**src/i2cseq_pkg.sv**
```systemverilog
// -----------------------------------------------------------------------------
// i2cseq_pkg
// Shared types and constants for the i2c master transfer sequencer: phase and
// status codes, the result record and the address byte mask.
// -----------------------------------------------------------------------------
package i2cseq_pkg;

   // sequencer phase
   typedef enum logic [1:0] {
      PH_IDLE = 2'd0,
      PH_TX   = 2'd1,
      PH_RX   = 2'd2
   } phase_type;

   // status reported with every result
   typedef enum logic [2:0] {
      ST_BUSY     = 3'd0,
      ST_DONE     = 3'd1,
      ST_NACK     = 3'd2,
      ST_REJECT   = 3'd3,
      ST_SPURIOUS = 3'd4
   } status_type;

   // address byte keeps the upper seven bits, the low bit is the direction
   localparam logic [7:0] ADDR_MASK = 8'hfe;

   localparam int COUNT_W = 16;

   // one result item
   typedef struct packed {
      logic               send_valid;
      logic [7:0]         send_byte;
      logic               recv_valid;
      logic [7:0]         recv_byte;
      logic               turn_receive;
      logic               nack_next;
      logic               stop;
      status_type         status;
      logic [COUNT_W-1:0] count;
   } result_type;

endpackage

```
**src/i2c_master_transfer_sequencer_top.sv**
```systemverilog
// -----------------------------------------------------------------------------
// i2c_master_transfer_sequencer_top
// Sequences multi-byte i2c master transfers, one start or byte-complete event
// per item, with one result item per input item.
//
// channel  direction  handshake              payload
// req      in         req_tvalid/req_tready  req_tdata, req_tuser (mode)
// rsp      out        rsp_tvalid/rsp_tready  rsp_tdata, rsp_tuser (status), rsp_tlast (stop)
// csr      in         csr_valid/csr_ready    csr_data (own address)
//
// One item per cycle while the result is not stalled: the result is registered on
// the edge that takes the transfer in, and the sequencer state updates on the same edge.
// A new item is taken while the result register is empty or being drained.
// A stalled result holds req_tready low; csr writes are always taken.
// Reset clears the phase, counters, own address and the result valid.
// -----------------------------------------------------------------------------
module i2c_master_transfer_sequencer_top #(
   parameter int LEN_BITS = 16
) (
   input  logic        clock,
   input  logic        reset,
   // request
   input  logic        req_tvalid,
   output logic        req_tready,
   // [0] is_read, [8:1] slave_addr, [24:9] length, [25] nak,
   // [33:26] rx_byte, [41:34] tx_byte, [47:42] zero
   input  logic [47:0] req_tdata,
   // [0] mode
   input  logic        req_tuser,
   // response
   output logic        rsp_tvalid,
   input  logic        rsp_tready,
   // [0] send_valid, [8:1] send_byte, [9] recv_valid, [17:10] recv_byte,
   // [18] turn_receive, [19] nack_next, [35:20] count, [39:36] zero
   output logic [39:0] rsp_tdata,
   // [2:0] status
   output logic [2:0]  rsp_tuser,
   // stop
   output logic        rsp_tlast,
   // configuration
   input  logic        csr_valid,
   output logic        csr_ready,
   input  logic [7:0]  csr_data
);

   logic                   req_take;
   logic [7:0]             own_addr_ff;
   i2cseq_pkg::phase_type  phase_ff;
   i2cseq_pkg::phase_type  phase_in;
   logic                   reading_ff;
   logic                   reading_in;
   logic [LEN_BITS-1:0]    done_ff;
   logic [LEN_BITS-1:0]    done_in;
   logic [LEN_BITS-1:0]    total_ff;
   logic [LEN_BITS-1:0]    total_in;
   i2cseq_pkg::result_type result_in;
   i2cseq_pkg::result_type result_ff;
   logic                   rsp_valid_ff;

   // result register frees up when empty or drained this cycle
   assign req_tready = !rsp_valid_ff || rsp_tready;
   assign req_take   = req_tvalid && req_tready;
   assign csr_ready  = 1'b1;

   // next state and result for the item on the request channel
   i2cseq_step #(
      .LEN_BITS (LEN_BITS)
   ) u_step (
      .mode        (req_tuser),
      .is_read     (req_tdata[0]),
      .slave_addr  (req_tdata[8:1]),
      .length      (req_tdata[24:9]),
      .nak         (req_tdata[25]),
      .rx_byte     (req_tdata[33:26]),
      .tx_byte     (req_tdata[41:34]),
      .own_address (own_addr_ff),
      .phase       (phase_ff),
      .reading     (reading_ff),
      .done_bytes  (done_ff),
      .total_bytes (total_ff),
      .phase_in    (phase_in),
      .reading_in  (reading_in),
      .done_in     (done_in),
      .total_in    (total_in),
      .result      (result_in)
   );

   // own address register
   always_ff @(posedge clock) begin
      if (reset) begin
         own_addr_ff <= 8'd0;
      end else if (csr_valid && csr_ready) begin
         own_addr_ff <= csr_data;
      end
   end

   // sequencer state
   always_ff @(posedge clock) begin
      if (reset) begin
         phase_ff   <= i2cseq_pkg::PH_IDLE;
         reading_ff <= 1'b0;
         done_ff    <= '0;
         total_ff   <= '0;
      end else if (req_take) begin
         phase_ff   <= phase_in;
         reading_ff <= reading_in;
         done_ff    <= done_in;
         total_ff   <= total_in;
      end
   end

   // result valid
   always_ff @(posedge clock) begin
      if (reset) begin
         rsp_valid_ff <= 1'b0;
      end else if (req_take) begin
         rsp_valid_ff <= 1'b1;
      end else if (rsp_tready) begin
         rsp_valid_ff <= 1'b0;
      end
   end

   // result payload
   always_ff @(posedge clock) begin
      if (req_take) begin
         result_ff <= result_in;
      end
   end

   // output packing
   assign rsp_tvalid = rsp_valid_ff;
   assign rsp_tdata  = {4'd0, result_ff.count, result_ff.nack_next, result_ff.turn_receive,
                        result_ff.recv_byte, result_ff.recv_valid,
                        result_ff.send_byte, result_ff.send_valid};
   assign rsp_tuser  = result_ff.status;
   assign rsp_tlast  = result_ff.stop;

   // a stalled result blocks new requests
   assert property (@(posedge clock) disable iff (reset)
      (rsp_valid_ff && !rsp_tready) |-> !req_tready)
      else $error("request taken while result stalled");

   // every transfer in gives a result on the next cycle
   assert property (@(posedge clock) disable iff (reset)
      req_take |=> rsp_tvalid)
      else $error("result missing after request transfer");

   // receive phase only within a read
   assert property (@(posedge clock) disable iff (reset)
      (phase_ff == i2cseq_pkg::PH_RX) |-> reading_ff)
      else $error("receive phase without read transfer");

   // a stop ends with complete or slave nack
   assert property (@(posedge clock) disable iff (reset)
      (rsp_tvalid && rsp_tlast) |->
         (rsp_tuser == i2cseq_pkg::ST_DONE || rsp_tuser == i2cseq_pkg::ST_NACK))
      else $error("stop with unexpected status");

endmodule

```
**src/i2cseq_step.sv**
```systemverilog
// -----------------------------------------------------------------------------
// i2cseq_step
// Next-state and result logic for one item: start of a transfer or one
// byte-complete event, evaluated against the current sequencer state.
// -----------------------------------------------------------------------------
module i2cseq_step #(
   parameter int LEN_BITS = 16
) (
   input  logic                  mode,
   input  logic                  is_read,
   input  logic [7:0]            slave_addr,
   input  logic [15:0]           length,
   input  logic                  nak,
   input  logic [7:0]            rx_byte,
   input  logic [7:0]            tx_byte,
   input  logic [7:0]            own_address,
   input  i2cseq_pkg::phase_type phase,
   input  logic                  reading,
   input  logic [LEN_BITS-1:0]   done_bytes,
   input  logic [LEN_BITS-1:0]   total_bytes,
   output i2cseq_pkg::phase_type phase_in,
   output logic                  reading_in,
   output logic [LEN_BITS-1:0]   done_in,
   output logic [LEN_BITS-1:0]   total_in,
   output i2cseq_pkg::result_type result
);

   localparam int WIDE = LEN_BITS + 1;

   logic [LEN_BITS-1:0] done_inc;
   logic [LEN_BITS:0]   done_plus2;

   // increment wraps at the counter width, the look-ahead compare does not
   assign done_inc   = done_bytes + LEN_BITS'(1);
   assign done_plus2 = {1'b0, done_bytes} + WIDE'(2);

   always_comb begin
      phase_in            = phase;
      reading_in          = reading;
      done_in             = done_bytes;
      total_in            = total_bytes;
      result.send_valid   = 1'b0;
      result.send_byte    = 8'd0;
      result.recv_valid   = 1'b0;
      result.recv_byte    = 8'd0;
      result.turn_receive = 1'b0;
      result.nack_next    = 1'b0;
      result.stop         = 1'b0;
      result.status       = i2cseq_pkg::ST_BUSY;
      result.count        = 16'd0;

      if (!mode) begin
         // start: reject a read of our own address, else send address byte
         if (is_read && (slave_addr == own_address)) begin
            result.status = i2cseq_pkg::ST_REJECT;
         end else begin
            result.send_valid = 1'b1;
            result.send_byte  = (slave_addr & i2cseq_pkg::ADDR_MASK) | {7'd0, is_read};
            phase_in          = i2cseq_pkg::PH_TX;
            reading_in        = is_read;
            done_in           = '0;
            total_in          = LEN_BITS'(length);
         end
      end else begin
         case (phase)
            // address phase or transmit data
            i2cseq_pkg::PH_TX: begin
               if (nak) begin
                  result.stop   = 1'b1;
                  result.status = i2cseq_pkg::ST_NACK;
                  phase_in      = i2cseq_pkg::PH_IDLE;
               end else if (done_bytes >= total_bytes) begin
                  result.stop   = 1'b1;
                  result.status = i2cseq_pkg::ST_DONE;
                  phase_in      = i2cseq_pkg::PH_IDLE;
               end else if (reading) begin
                  result.turn_receive = 1'b1;
                  result.nack_next    = (total_bytes == LEN_BITS'(1));
                  done_in             = '0;
                  phase_in            = i2cseq_pkg::PH_RX;
               end else begin
                  result.send_valid = 1'b1;
                  result.send_byte  = tx_byte;
                  done_in           = done_inc;
               end
            end
            // receive data
            i2cseq_pkg::PH_RX: begin
               if (done_bytes < total_bytes) begin
                  result.nack_next  = (done_plus2 == {1'b0, total_bytes});
                  result.recv_valid = 1'b1;
                  result.recv_byte  = rx_byte;
                  done_in           = done_inc;
                  if (done_inc == total_bytes) begin
                     result.stop   = 1'b1;
                     result.status = i2cseq_pkg::ST_DONE;
                     phase_in      = i2cseq_pkg::PH_IDLE;
                  end
               end else begin
                  result.status = i2cseq_pkg::ST_SPURIOUS;
                  phase_in      = i2cseq_pkg::PH_IDLE;
               end
            end
            // event with no transfer open
            default: begin
               result.status = i2cseq_pkg::ST_SPURIOUS;
               phase_in      = i2cseq_pkg::PH_IDLE;
            end
         endcase
         result.count = 16'(done_in);
      end
   end

endmodule
```
**config.mk**
```make
export PLATFORM = sky130hd
export DESIGN_NAME = i2c_master_transfer_sequencer_top
export DESIGN_NICKNAME = d
export VERILOG_FILES = /design/src/i2cseq_pkg.sv /design/src/i2c_master_transfer_sequencer_top.sv /design/src/i2cseq_step.sv
export SDC_FILE = /design/constraint.sdc
export NUM_CORES = 1
export LEC_CHECK = 0
export BUFFER_PORTS_ARGS = -buffer_cell sky130_fd_sc_hd__buf_2
export CORE_MARGIN = 4
export CORE_UTILIZATION = 25
export CTS_CLUSTER_DIAMETER = 30
export DETAILED_ROUTE_END_ITERATION = 12
export HOLD_SLACK_MARGIN = 0.12
export SLEW_MARGIN = 20
export SYNTH_ARGS = -nofsm -noshare
export SYNTH_HDL_FRONTEND = slang
export SYNTH_SLANG_ARGS = --single-unit
```
**constraint.sdc**
```tcl
create_clock -name clock -period 6.5 [get_ports clock]
set_input_delay 0.325 -clock clock [delete_from_list [all_inputs] [get_ports clock]]
set_output_delay 0.325 -clock clock [all_outputs]
set_load 0.02 [all_outputs]
```
# Word-level counts from Yosys, hierarchy flattened
# Cells that the tools add are included.
[op_classes]
div = 0
magnitude_cmp = 2
add_sub_neg = 2
reduce_logical = 11
multipliers = 0
bitwise = 4
eq_ne = 9
shifts = 0
muxes = 36
[op_table]
columns = ["operator", "count"]
rows = [
  ["$mux W16", 6],
  ["$mux W9", 7],
  ["$pmux W16 S2", 1],
  ["$mux W2", 10],
  ["$add A16 B2 Y17 const B", 1],
  ["$eq A17 B16 Y1", 1],
  ["$add A16 B1 Y16 const B", 1],
  ["$eq A16 B1 Y1 const B", 1],
  ["$eq A16 B16 Y1", 1],
  ["$ge A16 B16 Y1", 1],
  ["$lt A16 B16 Y1", 1],
  ["$mux W4", 3],
  ["$eq A8 B8 Y1", 1],
  ["$or A8 B1 Y8", 1],
  ["$pmux W2 S2", 2],
  ["$mux W3", 2],
  ["$pmux W3 S2", 1],
  ["$reduce_and A3 Y1", 2],
  ["$ne A5 B4 Y1 const B", 1],
  ["$mux W1", 4],
  ["$ne A4 B4 Y1 const B", 1],
  ["$reduce_and A2 Y1", 2],
  ["$reduce_and A4 Y1", 1],
  ["$reduce_or A4 Y1", 1],
  ["8 further kinds", 11],
]
[word_totals]
register_bits = 84
ram_bits = 0
input_bits = 62
wordCells = 79
memories = 0
latchBits = 0
romBits = 0

# Depth between registers and ports, before layout
# Gate-level depths: netlist (run 1).
[logic_depth]
depth_word = 6
ltp_mapped = 11
ltp_nobuf = 9

# Modules after synthesis
# A second synthesis (run 1) with hierarchy kept.
[hier_totals]
cells_unflattened = 670
area_unflattened_um2 = 6084.6
[modules_own_cells]
columns = ["module", "area_each_um2", "n_inst", "cells_per_inst"]
rows = [
  ["i2c_master_transfer_sequencer_top", 3223.1, 1, 238],
  ["i2cseq_step", 2861.5, 1, 432],
]

# Worst setup path before layout (run 1)
# Ideal clock, no wire load.
[synth_path]
kind = "register to register"
from = "register total_ff[5]"
to = "register result_ff (netlist bit rsp_tdata[27]) (data pin)"
setup_time_ns = 0.268
arrival_time_ns = 2.651
setup_slack_ns = 3.581
stages_incl_launch_ff = 12
t_required_ns = 6.232
synth_period_minus_slack_ns = 2.919
path_cell_list = "dfxtp_1 > clkbuf_1 > inv_1 > ha_1 > a21oi_1 > o21ai_1 > a2111oi_4 > o21ai_1 > a221o_1 > clkbuf_1 > o211ai_1 > o21ai_0"
[synth_via]
elab_chain_cells = 4
elab_cells_between_ends = 6
cone_classes = "2 x order compare; 4 x mux"
[synth_lines]
columns = ["element", "line_no", "text"]
rows = [
  ["start, declared", "i2c_master_transfer_sequencer_top.sv:54", "logic [LEN_BITS-1:0] total_ff;"],
  ["start signal, assigned", "i2c_master_transfer_sequencer_top.sv:108", "total_ff <= total_in;"],
  ["$ge A16 B16 Y1", "i2cseq_step.sv:72", "end else if (done_bytes >= total_bytes) begin"],
  ["$mux W16", "i2cseq_step.sv:72", ""],
  ["$mux W16", "i2cseq_step.sv:68", "if (nak) begin"],
  ["$pmux W16 S2 *", "i2cseq_step.sv:65", "case (phase)"],
  ["end signal, assigned", "i2c_master_transfer_sequencer_top.sv:126", "result_ff <= result_in;"],
  ["end, declared", "i2c_master_transfer_sequencer_top.sv:57", "i2cseq_pkg::result_type result_ff;"],
]
# Mark *: on every way between the ends. The rest lies on a longest branch, timed or not.
# A chain may end at the register's enable or synchronous reset.

# Worst setup path in the final report (run 1)
[layout_path]
from = "register done_ff[5]"
to = "register done_ff[6]"
[layout_via]
elab_chain_cells = 6
elab_cells_between_ends = 9
cone_classes = "1 x add/sub; 2 x order compare; 6 x mux"
[layout_lines]
columns = ["element", "line_no", "text"]
rows = [
  ["start, declared", "i2c_master_transfer_sequencer_top.sv:52", "logic [LEN_BITS-1:0] done_ff;"],
  ["start signal, assigned", "i2c_master_transfer_sequencer_top.sv:107", "done_ff <= done_in;"],
  ["$add A16 B1 Y16", "i2cseq_step.sv:34", "assign done_inc = done_bytes + LEN_BITS'(1);"],
  ["$mux W16", "i2cseq_step.sv:76", "end else if (reading) begin"],
  ["$mux W16", "i2cseq_step.sv:72", ""],
  ["$mux W16", "i2cseq_step.sv:68", ""],
  ["$pmux W16 S2 *", "i2cseq_step.sv:65", ""],
  ["$mux W16 *", "i2cseq_step.sv:52", "if (!mode) begin"],
]
# Marked as above.

==> results of run 1 <==
## final timing paths
check,startpoint,endpoint
max,done_ff[5],done_ff[6]
min,csr_data[2],own_addr_ff[2]
max reg2reg,done_ff[5],done_ff[6]
min reg2reg,total_ff[0],total_ff[0]
## cell type report
| class | count | area share |
|---|---|---|
| inverter | 33 | 0.0190 |
| tap | 280 | 0.0538 |
| timing repair buffer | 101 | 0.0792 |
| clock inverter | 4 | 0.0111 |
| clock buffer | 12 | 0.0379 |
| multi-input combinational | 471 | 0.479 |
| sequential | 84 | 0.320 |
## layer usage
metal  up-vias  track usage  share of wire
met5         -            0              0
met4         0       0.0447          0.018
met3        21       0.0271          0.073
met2       201        0.202           0.43
met1      2386        0.197           0.48
li1       2480            -              -
## registers in the layout, summed over array words and instances (netlist names)
register	cells
rsp_tlast	1
rsp_tdata	36
done_ff	16
phase_ff	2
own_addr_ff	8
total_ff	16
rsp_tvalid	1
rsp_tuser	3
reading_ff	1
## kinds of logic after synthesis
| group | Yosys count | share of synthesized area |
|---|---|---|
| compound gates | 173 | 0.205 |
| buf+inv | 76 | 0.0767 |
| flops | 84 | 0.371 |
| other cells | 2 | 0.00134 |
| mux | 11 | 0.0198 |
| xor+xnor | 40 | 0.0638 |
| fa+ha+maj | 21 | 0.0464 |
| simple gates | 221 | 0.216 |
## cell usage after synthesis (all sizes together) (3+ instances only)
cell	n	area, sq um
a31oi	10	62.6
a211oi	6	45.0
nor2b	3	18.8
o31ai	4	35.0
a311oi	4	35.0
mux2i	10	100
or3	6	40.0
o2111ai	4	35.0
ha	20	250
clkbuf	25	144
nor4b	3	26.3
dfxtp	44	881
and4	5	46.3
a21o	3	22.5
nand2b	3	18.8
inv	32	120
and2	10	63.8
and3	8	50.1
a2111oi	3	45.1
nand4	11	111
a22o	7	61.3
edfxtp	40	1200
nand3	20	100
o211ai	11	82.6
nand2	56	210
xnor2	19	174
or2	4	25.0
nor4	18	146
nor2	43	161
a221oi	3	26.3
xor2	21	184
or4	6	48.8
buf	17	130
o22ai	3	18.8
nor3	20	105
o21ai	47	235
a21oi	44	220
a221o	6	60.1
## report_power, final
group	switching (mW)	leakage, nW	internal (mW)
registers	0.0150	0.760	0.577
clock network	0.211	0.155	0.348
logic	0.113	1.55	0.0608
## critical path, delay by kind of cell (launching register included)
| kind | cells | cell delay [ns] |
|---|---|---|
| DFF | 1 | 0.76 |
| adders and majority gates | 1 | 0.36 |
| AOI/OAI and AO/OA | 7 | 2.48 |
## metrics by stage
step           utilization  cells  power [mW]
5_1_grt              0.296    985        1.38
3_3_place_gp         0.282    969       0.774
2_1_floorplan            -    631       0.717
4_1_cts              0.296    985        1.34
3_5_place_dp         0.282    969       0.776
6_report             0.296    985        1.32
==> metrics.md, run 1 <==
| Metric | Value |
|---|---|
| R2R Setup Slk | 2.75 ns |
| Fin crit share | 0.576 |
| Cell variety after synth | 80 |
| Vias per cell | 5.17 |
| Area of the core | 22000 sq um |
| YS warnings | 0 |
| Skew-Pair Late Insertion Delay | 0.35 ns |
| RD Place Congestion | 0.922 |
| Slew Viols, Final | 0 |
| Layout area overhead | 16.0% |
| Worst-margin pin slew | 0.886 ns |
| # hold bufs at CTS | 0 |
| Worst Skew | 0.00848 ns |
| Mean Syn Cell Area | 8.94 sq um |
| Htree depth | 3 |
| Max IR drop VDD | 0.118 mV |
| I/O Pins | 109 |
| Mapped Cells | 628 |
| Vias | 5088 |
| Post-Syn Area | 5610 sq um |
| Wirelength, routed | 16.6 mm |
| CTS tree | built |
| Register bit count reported by yosys | 84 |
| Sequential area share after synthesis | 0.371 |
| Routed Antenna Nets | 0 |
| Drt first pass iters | 5 |
| Tot GR Track Use | 0.136 |
| Share of cells above drive strength 1 | 0.203 |
| Clock Pin Slew Worst Setup and Hold Paths | 0.06 ns |
| Hold depth | 3 |
| Pre-CTS setup slack | 2.83 ns |
| Placed wire-length estimate | 12.6 mm |
| IO Port Bufs | 97 |
| Min Tclk post-route | 3.75 ns |
| Top FF cell, synth | dfxtp_1 |
| Clk buf depth | 2 |
| Chip Height | 158 microns |
| WHS | 0.214 ns |
| Outcome | finished, final reports clean |
| Most common cell after layout, fill and taps aside | buf_2 |
| Grt total ovfl | 0 |
| 1st-iter DRT viols | 443 |
| Die width | 158 microns |
| Worst reg2reg path depth | 8 |
| Synth async-reset ratio | 0 |
| Starting Density | 0.256 |
| # fillers | 2374 |
| First-pass GRT wire length | 27.0 mm |
| Worst setup margin | 2.75 ns |
| Vias in the first global route | 4894 |
| Cell area power density | 203 nW/um^2 |
| Largest net degree at the start of global routing | 52 |
| Area after DPL | 6180 sq um |
| Post_cts resized | 0 |
| Critical Path, Cell by Cell | ha_1, a21oi_1, o21ai_1, a2111oi_4, o21ai_1, a221o_1, a21o_1, a221o_1 |
| Final setup vio count | 0 |
| RSZ-0062 raised after global routing | false |
| Number of buffers created by CTS | 9 |
| Slew HR | 0.405 |
| Worst endpoint required time | 6.73 ns |
| Reg area | 2080 sq um |
| Nets | 782 |
| Max FO, Critical Path | 16 |
| Routed wire per std cell | 16.9 microns |
| Initial antenna violation count | 0 |
| Fin Setup TNS | 0 ns |
| Final hold viol count | 0 |
| Post-synth EDFFs | 40 |
| Post-CTS Setup Inserts | 0 |
| Most frequent cells in the layout | buf_2 (97), nand2_1 (56), a21oi_1 (44), dfxtp_1 (44) |
| Fmax | 267 MHz |
| Root buffer cell | clkbuf_16 |
| # diodes | 0 |
| Critical path's slowest cell | dfxtp_1 |
| Crit path kind | register to register |
| Critical path arrival | 3.98 ns |
| Sink Count | 84 |
| Min-delay worst type | input port to register |
| Startpoint class of the critical path | register |
| Area of the multi-input gates | 3120 sq um |
| CP Capture Type | register |
| Max stage delay on crit path | 0.76 ns |
| Site row count | 54 |
| Lkg Pwr | 2.46 nW |
| Max-cap viol count | 0 |
| Post-route DRC | 0 |
| Post-route cell area | 6510 sq um |
| Die area | 24900 sq um |
Power figures use the tool's default switching activity.
==> run 2: changes to the inputs <==
==> constraint.sdc (replaced) <==
create_clock -name clock -period 3 [get_ports clock]
set_input_delay 0.15 -clock clock [delete_from_list [all_inputs] [get_ports clock]]
set_output_delay 0.15 -clock clock [all_outputs]
set_load 0.02 [all_outputs]
==> run 2 against run 1 <==
- core utilization rose by 5.3 points
- critical path depth is 1 higher
- fmax rose by 28%
- via count increased by 11%
- global-route usage is 2.0 points higher
- largest cell class unchanged
- worst setup slack worse by 2.7 ns
==> metrics.md, run 2 (synthesized netlist as in run 1, its figures left out) <==
| Metric | Value |
|---|---|
| Final setup vio count | 0 (unchanged) |
| Area of the core | 22000 sq um (unchanged) |
| Final cell count without fillers | 1117 (was 985) |
| RD Place Congestion | 0.979 (was 0.922) |
| Area after DPL | 6870 sq um (was 6180 sq um) |
| Worst Skew | 0.00800 ns (was 0.00848 ns) |
| Drt first pass iters | 5 (unchanged) |
| # diodes | 0 (unchanged) |
| R2R Setup Slk | 0.07 ns (was 2.75 ns) |
| Tot GR Track Use | 0.156 (was 0.136) |
| Placed wire-length estimate | 14.8 mm (was 12.6 mm) |
| GRT met3 Usage | 0.0353 (was 0.0271) |
| Nets | 914 (was 782) |
| Most frequent cells in the layout | buf_2 (97), buf_4 (89), nand2_1 (56), a21oi_1 (44), dlygate4sd3_1 (44) (was buf_2 (97), nand2_1 (56), a21oi_1 (44), dfxtp_1 (44)) |
| Outcome | finished, final reports clean (unchanged) |
| Seq pwr share | 0.436 (was 0.447) |
| Initial antenna violation count | 0 (unchanged) |
| Grt total ovfl | 0 (unchanged) |
| Slew HR | 0.457 (was 0.405) |
| CTS tree | built (unchanged) |
| Worst endpoint required time | 3.23 ns (was 6.73 ns) |
| Dpl cells | 1057 (was 969) |
| Lkg Pwr | 3.09 nW (was 2.46 nW) |
| Largest net degree at the start of global routing | 42 (was 52) |
| Max reg flops | 36 (unchanged) |
| Clock Pin Slew Worst Setup and Hold Paths | 0.06 ns (about the same) |
| Vias in the first global route | 5394 (was 4894) |
| Site row count | 54 (unchanged) |
| Die area | 24900 sq um (unchanged) |
| Starting Density | 0.256 (unchanged) |
| First-pass GRT wire length | 30.4 mm (was 27.0 mm) |
| Slew Viols, Final | 0 (unchanged) |
| Fmax | 342 MHz (was 267 MHz) |
| Chip Height | 158 microns (unchanged) |
| Max IR drop VDD | 0.189 mV (was 0.118 mV) |
| Max FO, Critical Path | 8 (was 16) |
| Worst Min Path Start | req_tdata[7] (was csr_data[2]) |
| Most Crowded Layer GR | met2 (unchanged) |
| Max-cap viol count | 0 (unchanged) |
| Fin crit share | 0.975 (was 0.576) |
| # fillers | 2235 (was 2374) |
| Most common cell after layout, fill and taps aside | buf_2 (unchanged) |
| RSZ-0062 raised after global routing | true (was false) |
| Post-route cell area | 7670 sq um (was 6510 sq um) |
| Worst reg2reg path depth | 9 (was 8) |
| Sw Pwr | 0.794 mW (was 0.339 mW) |
| Cell area power density | 379 nW/um^2 (was 203 nW/um^2) |
| Met2 usage | 0.237 (was 0.202) |
| Comb pwr share | 0.173 (was 0.131) |
| Post-CTS Setup Inserts | 0 (unchanged) |
| Layout area overhead | 36.7% (was 16.0%) |
| CP Capture Type | register (unchanged) |
| Vias per cell | 5.04 (was 5.17) |
| Fin util | 0.349 (was 0.296) |
| IO Port Bufs | 97 (unchanged) |
| Share of cells above drive strength 1 | 0.292 (was 0.203) |
| Met1 Usage GRT | 0.220 (was 0.197) |
| Final hold viol count | 0 (unchanged) |
| Number of buffers created by CTS | 9 (unchanged) |
| Htree depth | 3 (unchanged) |
| Sw Share | 0.273 (was 0.256) |
| Wirelength, routed | 19.3 mm (was 16.6 mm) |
| Die width | 158 microns (unchanged) |
| Hold endpoint | rsp_tdata[7] (was own_addr_ff[2]) |
| Startpoint class of the critical path | register (unchanged) |
| Vias | 5631 (was 5088) |
| Skew-Pair Late Insertion Delay | 0.35 ns (about the same) |
| Hold depth | 2 (was 3) |
| Min Tclk post-route | 2.93 ns (was 3.75 ns) |
| Clock network power share | 0.391 (was 0.422) |
| 1st-iter DRT viols | 421 (was 443) |
| Post-route DRC | 0 (unchanged) |
| Clk buf depth | 2 (unchanged) |
| Worst-margin pin slew | 0.814 ns (was 0.886 ns) |
| Crit path kind | register to register (unchanged) |
| Reg-to-reg endpoint | done_ff[6] (unchanged) |
| Min-delay worst type | input port to register (unchanged) |
| Root buffer cell | clkbuf_16 (unchanged) |
| Critical path arrival | 3.16 ns (was 3.98 ns) |
| Routed Antenna Nets | 0 (unchanged) |
| Sink Count | 84 (unchanged) |
| Worst r2r src | done_ff[15] (was done_ff[5]) |
| Routed wire per std cell | 17.2 microns (was 16.9 microns) |
| I/O Pins | 109 (unchanged) |
| Fin Setup TNS | 0 ns (unchanged) |
| Int Power | 2.12 mW (was 0.985 mW) |
## run 2: changes by cell type in the layout (fill, tap and decap cells not counted), sizes merged
cell         previous run  this run
dlygate4sd3             0        44
clkbuf                 12         9
clkinv                  2         3
bufinv                  2         1
buf                   101       189
clkinvlp                0         3
## run 2: how the worst max path moves through the flow
stage           startpoint             to  slack, ns  depth (start not counted)
6_report       done_ff[15]     done_ff[6]       0.07                          9
5_1_grt         done_ff[1]    phase_ff[1]      -0.05                          8
4_1_cts         done_ff[1]    phase_ff[1]      0.008                          8
3_5_place_dp    done_ff[1]    phase_ff[1]      -0.16                          8
3_3_place_gp    done_ff[1]    phase_ff[1]      -0.21                          8
2_1_floorplan  total_ff[5]  rsp_tdata[27]       0.08                         11
## run 2: worst max-delay path: stages, from the launching register on
cell and delay (ns):
dfxtp_1 0.44, ha_1 0.30, a21oi_1 0.15, o21ai_1 0.14
a2111oi_4 0.30, buf_4 0.21, o21ai_1 0.08, a221o_1 0.52
a21o_1 0.28, a221o_1 0.37
## run 2: repair_timing
| action | 4_1_cts | 5_1_grt |
|---|---|---|
| endpoints found under the setup margin | 9 | 33 |
| endpoints found under the hold margin | 41 | 0 |
| hold buffers | 44 | 0 |
| gates resized for setup | 4 | 13 |
| pin swaps | 0 | 0 |
## run 2: area by class of cell
| class | instances | area (sq um) | share of cell area |
|---|---|---|---|
| multi-input cells | 471 | 3170 | 0.413 |
| clock buffers | 9 | 225 | 0.0294 |
| flip-flops and latches | 84 | 2080 | 0.272 |
| repair buffers | 233 | 1650 | 0.214 |
| clock inverters | 7 | 76.3 | 0.00995 |
| inverters | 33 | 124 | 0.0161 |
| well taps | 280 | 350 | 0.0457 |
## run 2: through the flow
step	worst slack [ns]	total power, mW	hold slack [ns]
floorplan	0.0808	1.55	0.279
global placement	-0.212	1.74	0.387
detailed placement	-0.165	1.74	0.391
CTS	0.00828	2.94	0.120
global route	-0.0504	3.04	0.133
finish	0.0749	2.91	0.137
## run 2: power groups by stage
stage / sequential (mW) / clock [mW] / combinational (mW)
after CTS: 1.27 / 1.17 / 0.498
after global placement: 1.29 / 0 / 0.444
after detailed placement: 1.29 / 0 / 0.449
after global routing: 1.27 / 1.22 / 0.552
final: 1.27 / 1.14 / 0.503
after floorplan: 1.34 / 0 / 0.217
## run 2: per-layer routing
layer / up-vias / wire length (microns)
met5: - / 0
met4: 0 / 411
met3: 36 / 1470
met2: 221 / 8490
met1: 2630 / 8890
li1: 2744 / -
